### config.mk
export PLATFORM = sky130hd
export DESIGN_NAME = invalidation_range_coalescer_unit_flat
export DESIGN_NICKNAME = d
export VERILOG_FILES = /design/src/rtl/irc_pkg.sv /design/src/rtl/irc_in_if.sv /design/src/rtl/irc_out_if.sv /design/src/rtl/irc_ram.sv /design/src/rtl/irc_dp.sv /design/src/rtl/irc_ctrl.sv /design/src/rtl/invalidation_range_coalescer_unit.sv /design/src/flat_wrapper.sv
export SDC_FILE = /design/constraint.sdc
export NUM_CORES = 2
export LEC_CHECK = 0
export ABC_CLOCK_PERIOD_IN_PS = 13600
export BUFFER_PORTS_ARGS = -buffer_cell sky130_fd_sc_hd__buf_2
export CAP_MARGIN = 20
export CORE_MARGIN = 10
export CORE_UTILIZATION = 40
export DETAILED_ROUTE_END_ITERATION = 8
export REMOVE_ABC_BUFFERS = 1
export SLEW_MARGIN = 20
export SYNTH_ARGS = -nofsm -noshare
export SYNTH_HDL_FRONTEND = slang
export SYNTH_SLANG_ARGS = --single-unit
### constraint.sdc
create_clock -name clk -period 13.6 [get_ports clk]
set_input_delay 2.04 -clock clk [delete_from_list [all_inputs] [get_ports clk]]
set_output_delay 2.04 -clock clk [all_outputs]
set_load 0.005 [all_outputs]
### src/rtl/irc_pkg.sv
// ----------------------------------------------------------------------------
// irc_pkg
// shared types and codes of the invalidation range coalescer
// ----------------------------------------------------------------------------
package irc_pkg;

    // fixed field widths
    localparam int FIELD_W    = 48;
    localparam int MODE_W     = 2;
    localparam int ACT_W      = 2;
    localparam int GAP_W      = 16;
    localparam int DEPTH_W    = 8;
    localparam int CFG_IDX_W  = 1;
    localparam int CFG_DATA_W = 16;

    localparam logic [DEPTH_W-1:0] DEPTH_MAX = 8'd255;

    // config register indexes
    localparam logic [CFG_IDX_W-1:0] CFG_WX  = 1'd0;
    localparam logic [CFG_IDX_W-1:0] CFG_GAP = 1'd1;

    localparam logic [GAP_W-1:0] GAP_RESET = 16'd4096;

    // input modes
    localparam logic [MODE_W-1:0] MODE_OPEN  = 2'd0;
    localparam logic [MODE_W-1:0] MODE_CLOSE = 2'd1;
    localparam logic [MODE_W-1:0] MODE_RANGE = 2'd2;
    localparam logic [MODE_W-1:0] MODE_EXEC  = 2'd3;

    // result actions
    localparam logic [ACT_W-1:0] ACT_INVALIDATE = 2'd0;
    localparam logic [ACT_W-1:0] ACT_WRITE_EN   = 2'd1;
    localparam logic [ACT_W-1:0] ACT_EXEC_EN    = 2'd2;
    localparam logic [ACT_W-1:0] ACT_UNDERFLOW  = 2'd3;

    // result source select
    localparam int SEL_W = 2;
    localparam logic [SEL_W-1:0] SEL_FLAG  = 2'd0;
    localparam logic [SEL_W-1:0] SEL_RANGE = 2'd1;
    localparam logic [SEL_W-1:0] SEL_ENTRY = 2'd2;

    typedef struct packed {
        logic             load;
        logic             depth_inc;
        logic             depth_dec;
        logic             rd_start;
        logic             rd_issue;
        logic             rd_next;
        logic             merge_wr;
        logic             append;
        logic             clear_count;
        logic             emit;
        logic [SEL_W-1:0] emit_sel;
        logic [ACT_W-1:0] emit_action;
        logic             emit_last;
    } irc_cmd_t;

    typedef struct packed {
        logic depth_zero;
        logic depth_one;
        logic depth_max;
        logic count_zero;
        logic count_full;
        logic data_ok;
        logic merge_hit;
        logic at_last;
        logic out_free;
        logic wx;
    } irc_stat_t;

endpackage

### src/rtl/irc_in_if.sv
// ----------------------------------------------------------------------------
// irc_in_if
// event channel: mode and address range
// ----------------------------------------------------------------------------
interface irc_in_if import irc_pkg::*; ();

    logic               valid;
    logic               ready;
    logic [MODE_W-1:0]  mode;
    logic [FIELD_W-1:0] range_start;
    logic [FIELD_W-1:0] range_end;

    modport source (output valid, output mode, output range_start, output range_end,
                    input ready);
    modport sink   (input valid, input mode, input range_start, input range_end,
                    output ready);

endinterface

### src/rtl/irc_out_if.sv
// ----------------------------------------------------------------------------
// irc_out_if
// result channel: action, range and last flag
// ----------------------------------------------------------------------------
interface irc_out_if import irc_pkg::*; ();

    logic               valid;
    logic               ready;
    logic [ACT_W-1:0]   action;
    logic [FIELD_W-1:0] inv_start;
    logic [FIELD_W-1:0] inv_length;
    logic               last;

    modport source (output valid, output action, output inv_start, output inv_length,
                    output last, input ready);
    modport sink   (input valid, input action, input inv_start, input inv_length,
                    input last, output ready);

endinterface

### src/rtl/irc_ram.sv
// ----------------------------------------------------------------------------
// irc_ram
// single-port-write, single-port-read RAM with registered read data
// ----------------------------------------------------------------------------
module irc_ram #(
    parameter int WIDTH = 96,
    parameter int DEPTH = 32
) (
    input  logic                                  clk,
    input  logic                                  we,
    input  logic [(DEPTH > 1 ? $clog2(DEPTH) : 1)-1:0] waddr,
    input  logic [WIDTH-1:0]                      wdata,
    input  logic                                  re,
    input  logic [(DEPTH > 1 ? $clog2(DEPTH) : 1)-1:0] raddr,
    output logic [WIDTH-1:0]                      rdata
);

    logic [WIDTH-1:0] mem [DEPTH];
    logic [WIDTH-1:0] rdata_reg;

    always_ff @(posedge clk)
    begin
        if (we)
        begin
            mem[waddr] <= wdata;
        end
        if (re)
        begin
            rdata_reg <= mem[raddr];
        end
    end

    assign rdata = rdata_reg;

endmodule

### src/rtl/irc_dp.sv
// ----------------------------------------------------------------------------
// irc_dp
// datapath: config, depth, pending table, merge compare, result register
// ----------------------------------------------------------------------------
module irc_dp import irc_pkg::*; #(
    parameter int ENTRIES   = 32,
    parameter int ADDR_BITS = 48
) (
    input  logic                  clk,
    input  logic                  rst_n,
    input  irc_cmd_t              cmd,
    output irc_stat_t             stat,
    input  logic [FIELD_W-1:0]    range_start,
    input  logic [FIELD_W-1:0]    range_end,
    input  logic                  cfg_we,
    input  logic [CFG_IDX_W-1:0]  cfg_index,
    input  logic [CFG_DATA_W-1:0] cfg_data,
    input  logic                  out_ready,
    output logic                  out_valid,
    output logic [ACT_W-1:0]      action,
    output logic [FIELD_W-1:0]    inv_start,
    output logic [FIELD_W-1:0]    inv_length,
    output logic                  last
);

    localparam int STORE_W = (ADDR_BITS < FIELD_W) ? ADDR_BITS : FIELD_W;
    localparam int IDX_W   = (ENTRIES > 1) ? $clog2(ENTRIES) : 1;
    localparam int CNT_W   = $clog2(ENTRIES + 1);

    logic                  wx_reg;
    logic [GAP_W-1:0]      gap_reg;
    logic [STORE_W-1:0]    lo_reg;
    logic [STORE_W-1:0]    hi_reg;
    logic [DEPTH_W-1:0]    depth_reg;
    logic [CNT_W-1:0]      cnt_reg;
    logic [CNT_W-1:0]      cnt_next;
    logic [IDX_W-1:0]      rd_ptr_reg;
    logic                  data_ok_reg;
    logic                  out_valid_reg;
    logic [ACT_W-1:0]      action_reg;
    logic [FIELD_W-1:0]    start_reg;
    logic [FIELD_W-1:0]    length_reg;
    logic                  last_reg;

    logic                  ram_we;
    logic [IDX_W-1:0]      ram_waddr;
    logic [2*STORE_W-1:0]  ram_wdata;
    logic                  ram_re;
    logic [IDX_W-1:0]      ram_raddr;
    logic [2*STORE_W-1:0]  ram_rdata;
    logic [STORE_W-1:0]    q_lo;
    logic [STORE_W-1:0]    q_hi;
    logic [STORE_W:0]      q_hi_gap;
    logic [STORE_W:0]      hi_gap;
    logic [STORE_W-1:0]    mrg_lo;
    logic [STORE_W-1:0]    mrg_hi;
    logic [IDX_W-1:0]      rd_ptr_inc;
    logic [STORE_W-1:0]    src_lo;
    logic [STORE_W-1:0]    src_hi;
    logic                  out_free;

    // pending table, one row holds {high, low}
    irc_ram #(
        .WIDTH (2 * STORE_W),
        .DEPTH (ENTRIES)
    ) u_ram (
        .clk   (clk),
        .we    (ram_we),
        .waddr (ram_waddr),
        .wdata (ram_wdata),
        .re    (ram_re),
        .raddr (ram_raddr),
        .rdata (ram_rdata)
    );

    assign q_lo       = ram_rdata[STORE_W-1:0];
    assign q_hi       = ram_rdata[2*STORE_W-1:STORE_W];
    assign rd_ptr_inc = IDX_W'(rd_ptr_reg + IDX_W'(1));

    // exact merge test, one extra bit so the gap never wraps
    assign q_hi_gap = {1'b0, q_hi} + (STORE_W + 1)'(gap_reg);
    assign hi_gap   = {1'b0, hi_reg} + (STORE_W + 1)'(gap_reg);
    assign mrg_lo   = (lo_reg < q_lo) ? lo_reg : q_lo;
    assign mrg_hi   = (hi_reg > q_hi) ? hi_reg : q_hi;

    assign ram_re    = cmd.rd_issue | cmd.rd_next;
    assign ram_raddr = cmd.rd_next ? rd_ptr_inc : rd_ptr_reg;
    assign ram_we    = cmd.merge_wr | cmd.append;
    assign ram_waddr = cmd.merge_wr    ? rd_ptr_reg :
                       cmd.clear_count ? '0 : cnt_reg[IDX_W-1:0];
    assign ram_wdata = cmd.merge_wr ? {mrg_hi, mrg_lo} : {hi_reg, lo_reg};

    assign cnt_next = (cmd.clear_count ? '0 : cnt_reg) + CNT_W'(cmd.append);

    assign out_free = !out_valid_reg || out_ready;

    always_comb
    begin
        stat.depth_zero = (depth_reg == '0);
        stat.depth_one  = (depth_reg == DEPTH_W'(1));
        stat.depth_max  = (depth_reg == DEPTH_MAX);
        stat.count_zero = (cnt_reg == '0);
        stat.count_full = (cnt_reg == CNT_W'(ENTRIES));
        stat.data_ok    = data_ok_reg;
        stat.merge_hit  = ({1'b0, lo_reg} <= q_hi_gap) && (hi_gap >= {1'b0, q_lo});
        stat.at_last    = ((CNT_W'(rd_ptr_reg) + CNT_W'(1)) == cnt_reg);
        stat.out_free   = out_free;
        stat.wx         = wx_reg;
    end

    always_comb
    begin
        if (cmd.emit_sel == SEL_ENTRY)
        begin
            src_lo = q_lo;
            src_hi = q_hi;
        end
        else
        begin
            src_lo = lo_reg;
            src_hi = hi_reg;
        end
    end

    // control state
    always_ff @(posedge clk or negedge rst_n)
    begin
        if (!rst_n)
        begin
            wx_reg        <= 1'b1;
            gap_reg       <= GAP_RESET;
            depth_reg     <= '0;
            cnt_reg       <= '0;
            rd_ptr_reg    <= '0;
            data_ok_reg   <= 1'b0;
            out_valid_reg <= 1'b0;
        end
        else
        begin
            if (cfg_we)
            begin
                unique case (cfg_index)
                    CFG_WX:  wx_reg  <= cfg_data[0];
                    CFG_GAP: gap_reg <= cfg_data[GAP_W-1:0];
                endcase
            end
            if (cmd.depth_inc)
            begin
                depth_reg <= depth_reg + DEPTH_W'(1);
            end
            else if (cmd.depth_dec)
            begin
                depth_reg <= depth_reg - DEPTH_W'(1);
            end
            if (cmd.clear_count || cmd.append)
            begin
                cnt_reg <= cnt_next;
            end
            if (cmd.rd_start)
            begin
                rd_ptr_reg  <= '0;
                data_ok_reg <= 1'b0;
            end
            else if (cmd.rd_issue)
            begin
                data_ok_reg <= 1'b1;
            end
            else if (cmd.rd_next)
            begin
                rd_ptr_reg <= rd_ptr_inc;
            end
            if (cmd.emit)
            begin
                out_valid_reg <= 1'b1;
            end
            else if (out_ready)
            begin
                out_valid_reg <= 1'b0;
            end
        end
    end

    // payload
    always_ff @(posedge clk)
    begin
        if (cmd.load)
        begin
            lo_reg <= range_start[STORE_W-1:0];
            hi_reg <= range_end[STORE_W-1:0];
        end
        if (cmd.emit)
        begin
            action_reg <= cmd.emit_action;
            last_reg   <= cmd.emit_last;
            if (cmd.emit_sel == SEL_FLAG)
            begin
                start_reg  <= '0;
                length_reg <= '0;
            end
            else
            begin
                start_reg  <= FIELD_W'(src_lo);
                length_reg <= FIELD_W'(src_hi) - FIELD_W'(src_lo);
            end
        end
    end

    assign out_valid  = out_valid_reg;
    assign action     = action_reg;
    assign inv_start  = start_reg;
    assign inv_length = length_reg;
    assign last       = last_reg;

    a_no_overwrite: assert property (@(posedge clk) disable iff (!rst_n)
        cmd.emit |-> (!out_valid_reg || out_ready))
        else $error("result register loaded while a result still waits");

    a_count_bound: assert property (@(posedge clk) disable iff (!rst_n)
        cnt_reg <= CNT_W'(ENTRIES))
        else $error("pending count beyond table size");

    a_append_room: assert property (@(posedge clk) disable iff (!rst_n)
        cmd.append |-> (cmd.clear_count || cnt_reg < CNT_W'(ENTRIES)))
        else $error("append into a full table");

    a_merge_data: assert property (@(posedge clk) disable iff (!rst_n)
        cmd.merge_wr |-> data_ok_reg)
        else $error("merge written without table data");

endmodule

### src/rtl/irc_ctrl.sv
// ----------------------------------------------------------------------------
// irc_ctrl
// controller: decodes events and sequences scan, drain and result transfers
// ----------------------------------------------------------------------------
module irc_ctrl import irc_pkg::*; (
    input  logic              clk,
    input  logic              rst_n,
    input  logic              in_valid,
    input  logic [MODE_W-1:0] in_mode,
    output logic              in_ready,
    input  irc_stat_t         stat,
    output irc_cmd_t          cmd
);

    localparam logic [1:0] ST_IDLE  = 2'd0;
    localparam logic [1:0] ST_SCAN  = 2'd1;
    localparam logic [1:0] ST_DRAIN = 2'd2;
    localparam logic [1:0] ST_EMIT  = 2'd3;

    logic [1:0]       state_reg;
    logic [1:0]       state_next;
    logic             exec_after_reg;
    logic             exec_after_next;
    logic             append_after_reg;
    logic             append_after_next;
    logic [ACT_W-1:0] act_reg;
    logic [ACT_W-1:0] act_next;

    assign in_ready = (state_reg == ST_IDLE);

    always_comb
    begin
        cmd               = '0;
        state_next        = state_reg;
        exec_after_next   = exec_after_reg;
        append_after_next = append_after_reg;
        act_next          = act_reg;

        unique case (state_reg)
            ST_IDLE:
            begin
                if (in_valid)
                begin
                    cmd.load = 1'b1;
                    unique case (in_mode)
                        MODE_OPEN:
                        begin
                            if (!stat.depth_max)
                            begin
                                cmd.depth_inc = 1'b1;
                                if (stat.depth_zero && stat.wx)
                                begin
                                    act_next   = ACT_WRITE_EN;
                                    state_next = ST_EMIT;
                                end
                            end
                        end
                        MODE_CLOSE:
                        begin
                            if (stat.depth_zero)
                            begin
                                act_next   = ACT_UNDERFLOW;
                                state_next = ST_EMIT;
                            end
                            else
                            begin
                                cmd.depth_dec = 1'b1;
                                if (stat.depth_one)
                                begin
                                    if (!stat.count_zero)
                                    begin
                                        cmd.rd_start      = 1'b1;
                                        exec_after_next   = stat.wx;
                                        append_after_next = 1'b0;
                                        state_next        = ST_DRAIN;
                                    end
                                    else if (stat.wx)
                                    begin
                                        act_next   = ACT_EXEC_EN;
                                        state_next = ST_EMIT;
                                    end
                                end
                            end
                        end
                        MODE_RANGE:
                        begin
                            if (stat.depth_zero)
                            begin
                                act_next   = ACT_INVALIDATE;
                                state_next = ST_EMIT;
                            end
                            else
                            begin
                                cmd.rd_start = 1'b1;
                                state_next   = ST_SCAN;
                            end
                        end
                        MODE_EXEC:
                        begin
                            if (stat.depth_zero && stat.wx)
                            begin
                                act_next   = ACT_EXEC_EN;
                                state_next = ST_EMIT;
                            end
                        end
                    endcase
                end
            end

            ST_SCAN:
            begin
                if (stat.count_zero)
                begin
                    cmd.append = 1'b1;
                    state_next = ST_IDLE;
                end
                else if (!stat.data_ok)
                begin
                    cmd.rd_issue = 1'b1;
                end
                else if (stat.merge_hit)
                begin
                    cmd.merge_wr = 1'b1;
                    state_next   = ST_IDLE;
                end
                else if (!stat.at_last)
                begin
                    cmd.rd_next = 1'b1;
                end
                else if (stat.count_full)
                begin
                    cmd.rd_start      = 1'b1;
                    exec_after_next   = 1'b0;
                    append_after_next = 1'b1;
                    state_next        = ST_DRAIN;
                end
                else
                begin
                    cmd.append = 1'b1;
                    state_next = ST_IDLE;
                end
            end

            ST_DRAIN:
            begin
                if (!stat.data_ok)
                begin
                    cmd.rd_issue = 1'b1;
                end
                else if (stat.out_free)
                begin
                    cmd.emit        = 1'b1;
                    cmd.emit_sel    = SEL_ENTRY;
                    cmd.emit_action = ACT_INVALIDATE;
                    cmd.emit_last   = stat.at_last && !exec_after_reg;
                    if (!stat.at_last)
                    begin
                        cmd.rd_next = 1'b1;
                    end
                    else
                    begin
                        cmd.clear_count = 1'b1;
                        cmd.append      = append_after_reg;
                        if (exec_after_reg)
                        begin
                            act_next   = ACT_EXEC_EN;
                            state_next = ST_EMIT;
                        end
                        else
                        begin
                            state_next = ST_IDLE;
                        end
                    end
                end
            end

            ST_EMIT:
            begin
                if (stat.out_free)
                begin
                    cmd.emit        = 1'b1;
                    cmd.emit_sel    = (act_reg == ACT_INVALIDATE) ? SEL_RANGE : SEL_FLAG;
                    cmd.emit_action = act_reg;
                    cmd.emit_last   = 1'b1;
                    state_next      = ST_IDLE;
                end
            end
        endcase
    end

    always_ff @(posedge clk or negedge rst_n)
    begin
        if (!rst_n)
        begin
            state_reg        <= ST_IDLE;
            exec_after_reg   <= 1'b0;
            append_after_reg <= 1'b0;
            act_reg          <= ACT_INVALIDATE;
        end
        else
        begin
            state_reg        <= state_next;
            exec_after_reg   <= exec_after_next;
            append_after_reg <= append_after_next;
            act_reg          <= act_next;
        end
    end

endmodule

### src/rtl/invalidation_range_coalescer_unit.sv
// a single-result event passes through the emit state into the result register;
//   a range inside a window scans the pending entries in turn, plus a drain when full
// a drain reads the N pending ranges in table order (one table read per cycle while the
//   result register is free) and sends one invalidate result per range
// throughput: one event at a time; the table read port sets the pace of scan and drain
// reset: depth and pending count cleared, wx_supported = 1, merge_gap = 4096
// ----------------------------------------------------------------------------
// invalidation_range_coalescer_unit
// tracks write-window nesting and coalesces instruction-cache invalidation
// ranges requested inside a window, flushing them when the last window closes
// ----------------------------------------------------------------------------
module invalidation_range_coalescer_unit import irc_pkg::*; #(
    parameter int ENTRIES   = 32,
    parameter int ADDR_BITS = 48
) (
    input  logic                  clk,
    input  logic                  rst_n,
    irc_in_if.sink                in_ch,
    irc_out_if.source             out_ch,
    input  logic                  cfg_we,
    input  logic [CFG_IDX_W-1:0]  cfg_index,
    input  logic [CFG_DATA_W-1:0] cfg_data
);

    // command and status between controller and datapath
    irc_cmd_t  cmd;
    irc_stat_t stat;

    // controller: event decode, table scan for merges, drain sequencing,
    // and single-result transfers (write enable, execute enable, underflow,
    // direct range outside a window)
    irc_ctrl u_ctrl (
        .clk      (clk),
        .rst_n    (rst_n),
        .in_valid (in_ch.valid),
        .in_mode  (in_ch.mode),
        .in_ready (in_ch.ready),
        .stat     (stat),
        .cmd      (cmd)
    );

    // datapath: config registers, window depth, pending table in RAM,
    // merge compare and the result register that parts the two channels
    irc_dp #(
        .ENTRIES   (ENTRIES),
        .ADDR_BITS (ADDR_BITS)
    ) u_dp (
        .clk         (clk),
        .rst_n       (rst_n),
        .cmd         (cmd),
        .stat        (stat),
        .range_start (in_ch.range_start),
        .range_end   (in_ch.range_end),
        .cfg_we      (cfg_we),
        .cfg_index   (cfg_index),
        .cfg_data    (cfg_data),
        .out_ready   (out_ch.ready),
        .out_valid   (out_ch.valid),
        .action      (out_ch.action),
        .inv_start   (out_ch.inv_start),
        .inv_length  (out_ch.inv_length),
        .last        (out_ch.last)
    );

endmodule

### src/flat_wrapper.sv
// flat-port wrapper written by rule: the top's interface ports become plain ports
module invalidation_range_coalescer_unit_flat import irc_pkg::*;
#(
    parameter int ENTRIES   = 32,
    parameter int ADDR_BITS = 48
)
  (clk, rst_n, cfg_we, cfg_index, cfg_data, in_ch_valid, in_ch_mode, in_ch_range_start, in_ch_range_end, in_ch_ready, out_ch_valid, out_ch_action, out_ch_inv_start, out_ch_inv_length, out_ch_last, out_ch_ready);
  irc_in_if in_ch_i ();
  irc_out_if out_ch_i ();
  input  logic clk;
  input  logic rst_n;
  input  logic cfg_we;
  input  logic [CFG_IDX_W-1:0] cfg_index;
  input  logic [CFG_DATA_W-1:0] cfg_data;
  input wire logic [$bits(in_ch_i.valid)-1:0] in_ch_valid;
  input wire logic [$bits(in_ch_i.mode)-1:0] in_ch_mode;
  input wire logic [$bits(in_ch_i.range_start)-1:0] in_ch_range_start;
  input wire logic [$bits(in_ch_i.range_end)-1:0] in_ch_range_end;
  output wire logic [$bits(in_ch_i.ready)-1:0] in_ch_ready;
  output wire logic [$bits(out_ch_i.valid)-1:0] out_ch_valid;
  output wire logic [$bits(out_ch_i.action)-1:0] out_ch_action;
  output wire logic [$bits(out_ch_i.inv_start)-1:0] out_ch_inv_start;
  output wire logic [$bits(out_ch_i.inv_length)-1:0] out_ch_inv_length;
  output wire logic [$bits(out_ch_i.last)-1:0] out_ch_last;
  input wire logic [$bits(out_ch_i.ready)-1:0] out_ch_ready;
  assign in_ch_i.valid = in_ch_valid;
  assign in_ch_i.mode = in_ch_mode;
  assign in_ch_i.range_start = in_ch_range_start;
  assign in_ch_i.range_end = in_ch_range_end;
  assign in_ch_ready = in_ch_i.ready;
  assign out_ch_valid = out_ch_i.valid;
  assign out_ch_action = out_ch_i.action;
  assign out_ch_inv_start = out_ch_i.inv_start;
  assign out_ch_inv_length = out_ch_i.inv_length;
  assign out_ch_last = out_ch_i.last;
  assign out_ch_i.ready = out_ch_ready;
  invalidation_range_coalescer_unit #(.ENTRIES(ENTRIES), .ADDR_BITS(ADDR_BITS)) u_core (.clk(clk), .rst_n(rst_n), .in_ch(in_ch_i), .out_ch(out_ch_i), .cfg_we(cfg_we), .cfg_index(cfg_index), .cfg_data(cfg_data));
endmodule
==> flow_summary_export.csv <==
group,metric,value,unit
die,start_util,0.401,
die,dieArea,391000,um^2
synthesis,synth-seq-area-share,0.697,
synthesis,synth_area_leader_cell,"edfxtp_1",
synthesis,syn_inst,11000,
cells_and_area,layout-drive-gt1-share,0.109,
drt,wl_per_cell,34.1,um
synthesis,synthAdderAreaFrac,0.0247,
die,core_area,365000,um^2
cells_and_area,num-nets-final,11600,
drt,route.detailed.drc,0,
placed_design,dp_hpwl,313000,um
synthesis,yosys.cell_types.count,88,
grt,grt_max_degree,182,
status,status,"finished, final reports clean",
worst_setup_path,crit_path_start_kind,"flop",
synthesis,synth_top_family_by_area,"simple AND/OR/NAND/NOR gates",
power,p_leak,56.1,nW
drt,num_vias,104000,
synthesis,synth_most_common_cell,"edfxtp_1",
power,irDropWorstVdd,510,uV
die,die_w,625,um
sta,fmax,92.0,MHz
clocking,cts_setup_buffers,0,
synthesis,synth_top_cell_area_share,0.689,
synthesis,synth_area,147000,um^2
sta,tns,0,ns
sta,fin_skew,0.0871,ns
power,power.density,258,nW/um^2
drt,drt-total-wl,556000,um
synthesis,ys_top_cells_by_count,"3363 x edfxtp_1, 2334 x nand2_1, 760 x nand3_1",
clocking,post_cts_resize_count,0,
clocking,h-tree-depth,5,
sta,slew_headroom,0.136,
worst_setup_path,reg2regPathDepth,28,
grt,grt_use_total,0.272,
worst_setup_path,path_max_fanout,134,
worst_setup_path,worstSetupPathType,"flop to flop",
die,die_y,625,um
sta,slew_viol_final,0,
synthesis,synth.area.mux_share,0.0279,
clocking,clkTransAtPathRegs,0.06,ns
worst_setup_path,r2r_start,"u_core.u_dp.u_ram.rdata[48]$_DFFE_PP_",
die,io_pins,221,
worst_setup_path,critPathRequiredTime,14.44,ns
grt,grt-ovfl-total,0,
worst_setup_path,reg2reg_slack,2.73,ns
worst_hold_path,hold_end,"u_core.u_dp.depth_reg[7]$_DFFE_PN0P_",
synthesis,async_reset_ff_frac,0.0129,
worst_hold_path,hp-class,"flop to flop",
placed_design,port_buffers,220,
sta,setup_violations,0,
clocking,cts_sinks,3407,
cells_and_area,largest_reg_flops,3072,
drt,drt_iter0_drc,17000,
placed_design,gp_congestion,0.963,
synthesis,synth_flop_cell,"edfxtp_1",
job,maxCapViolCount,0,
sta,finalHoldViolCount,0,
grt,grt_pass1_vias,97300,
grt,antenna_found_initial,64,
clocking,clockBufferDepth,4,
drt,avgViaCountPerCell,6.35,
synthesis,synth_edf_count,3363,
synthesis,synth_xor_area_frac,0.00929,
worst_setup_path,crit_top_cell,"a21oi_1",
synthesis,yosys.area_share.simple,0.119,
sta,fin_crit,10.87,ns
worst_setup_path,cp_data_arrival_time,11.70,ns
clocking,numCtsBuffers,360,
worst_setup_path,cp_slowest_stage_delay,0.90,ns
die,rows,222,
worst_hold_path,whs_path_depth,1,
drt,dr.pass1.iters,9,
drt,antenna_left,0,
worst_setup_path,worstSetupEndpointType,"flop",
power,finalPower,42.6,mW
clocking,cts_tree,"built",
synthesis,synth-compound-area-share,0.0956,
worst_setup_path,rr_endpoint,"u_core.u_dp.u_ram.rdata[35]$_DFFE_PP_",
synthesis,synth.area.top_cells,"edfxtp_1 69%, nand2_1 6.0%, nand3_1 2.6%",
clocking,clk_latency,1.00,ns
grt,grt_pass1_wl,761000,um
sta,worstMarginPinSlew,1.30,ns
worst_hold_path,hp-start,"u_core.u_dp.depth_reg[7]$_DFFE_PN0P_",
clocking,cts_hold_buf,0,
synthesis,ys_warn_count,0,
synthesis,avgSynthCellArea,13.3,um^2
worst_setup_path,crit_slowest_cell,"o31a_2",
sta,rsz0062_at_grt,"no",
sta,post-route-period-util,0.799,
synthesis,ys_ff_latch,3407,
clocking,clockRootBuffer,"clkbuf_16",
cells_and_area,area_delta_synth_final,12.7,%
-- cells in the final DEF, fill, tap and decap left out, types with 135 or more instances in the layout --
cell | netlist | layout
buf_4 | 48 | 205
inv_1 | 147 | 146
a221oi_1 | 328 | 328
a31oi_1 | 149 | 148
buf_2 | 327 | 220
mux2_2 | 159 | 159
nand3_1 | 760 | 760
a311oi_1 | 135 | 135
o21ai_0 | 289 | 286
o22ai_1 | 146 | 145
a21oi_1 | 339 | 338
and3_1 | 263 | 263
mux2i_1 | 229 | 226
edfxtp_1 | 3363 | 3363
ha_1 | 285 | 285
clkbuf_16 | 0 | 362
nand2_1 | 2334 | 2324
nor2_1 | 251 | 202
-- layout make-up --
| cell class | instances | area [um^2] |
|---|---|---|
| antenna | 41 | 103 |
| clock buffer | 453 | 9490 |
| clock inverter | 209 | 2040 |
| fill | 31900 | 200000 |
| inverter | 148 | 561 |
| multi-input combinational | 6759 | 41100 |
| sequential | 3407 | 102000 |
| tap | 4816 | 6030 |
| timing repair buffer | 477 | 3680 |
-- how the worst max path moves through the flow --
stage                                          startpoint                                       to
global route           u_core.u_dp.gap_reg[1]$_DFFE_PN0P_  u_core.u_dp.u_ram.mem[22][52]$_DFFE_PP_
global placement       u_core.u_dp.gap_reg[1]$_DFFE_PN0P_    u_core.u_dp.u_ram.rdata[40]$_DFFE_PP_
finish              u_core.u_dp.u_ram.rdata[48]$_DFFE_PP_    u_core.u_dp.u_ram.rdata[35]$_DFFE_PP_
floorplan           u_core.u_dp.rd_ptr_reg[0]$_DFFE_PN0P_    u_core.u_dp.u_ram.rdata[22]$_DFFE_PP_
CTS                 u_core.u_dp.u_ram.rdata[48]$_DFFE_PP_    u_core.u_dp.u_ram.rdata[35]$_DFFE_PP_
detailed placement     u_core.u_dp.gap_reg[1]$_DFFE_PN0P_    u_core.u_dp.u_ram.rdata[35]$_DFFE_PP_
-- power breakdown --
part	internal [mW]	total [mW]	leakage, nW	switching [mW]
registers	12.9	13.7	30.9	0.823
logic	5.44	19.1	19.6	13.7
clock network	5.51	9.76	5.63	4.25
total	23.9	42.6	56.1	18.7
-- critical path, delay by kind of cell, from the launching register on --
family,cells,cell delay (ns)
AO/OA/AOI/OAI,14,5.04
XOR/XNOR,1,0.13
adder cells (fa/ha/maj),2,0.55
buffers and inverters,2,1.33
flip-flops,1,0.46
AND/OR/NAND/NOR,9,2.91
-- per-stage QoR --
stage	setup WS (ns)	hold slack, ns	util	cells	cell area [um^2]
after floorplan	-26.84	0.464	-	10300	143000
after global placement	3.12	0.486	0.420	15600	153000
after detailed placement	3.01	0.500	0.420	15600	153000
after CTS	3.01	0.519	0.452	16300	165000
after global routing	2.53	0.540	0.452	16300	165000
final	2.73	0.520	0.452	16300	165000
-- cells by family (layout without fill, tap and decap cells) --
| family | count (synthesis) | after routing |
|---|---|---|
| and+or+nand+nor | 3958 | 3958 |
| DFF | 3407 | 3407 |
| AOI/OAI and AO/OA | 1972 | 1972 |
| buffers and inverters | 859 | 1287 |
| muxes | 388 | 388 |
| adders and majority gates | 288 | 288 |
| xor gates and xnor gates | 153 | 153 |
| other | 0 | 41 |
-- per-layer routing --
metal  global-route usage  wire, um  share of wire  vias up
met1                0.358    207000           0.37    52200
met4                0.166     39400          0.071       28
li1                     -         -              -    42500
met5                    0       191        0.00034        -
met2                0.405    242000           0.43     7297
met3               0.0690     68100           0.12     1525
Power figures use the tool's default switching activity.
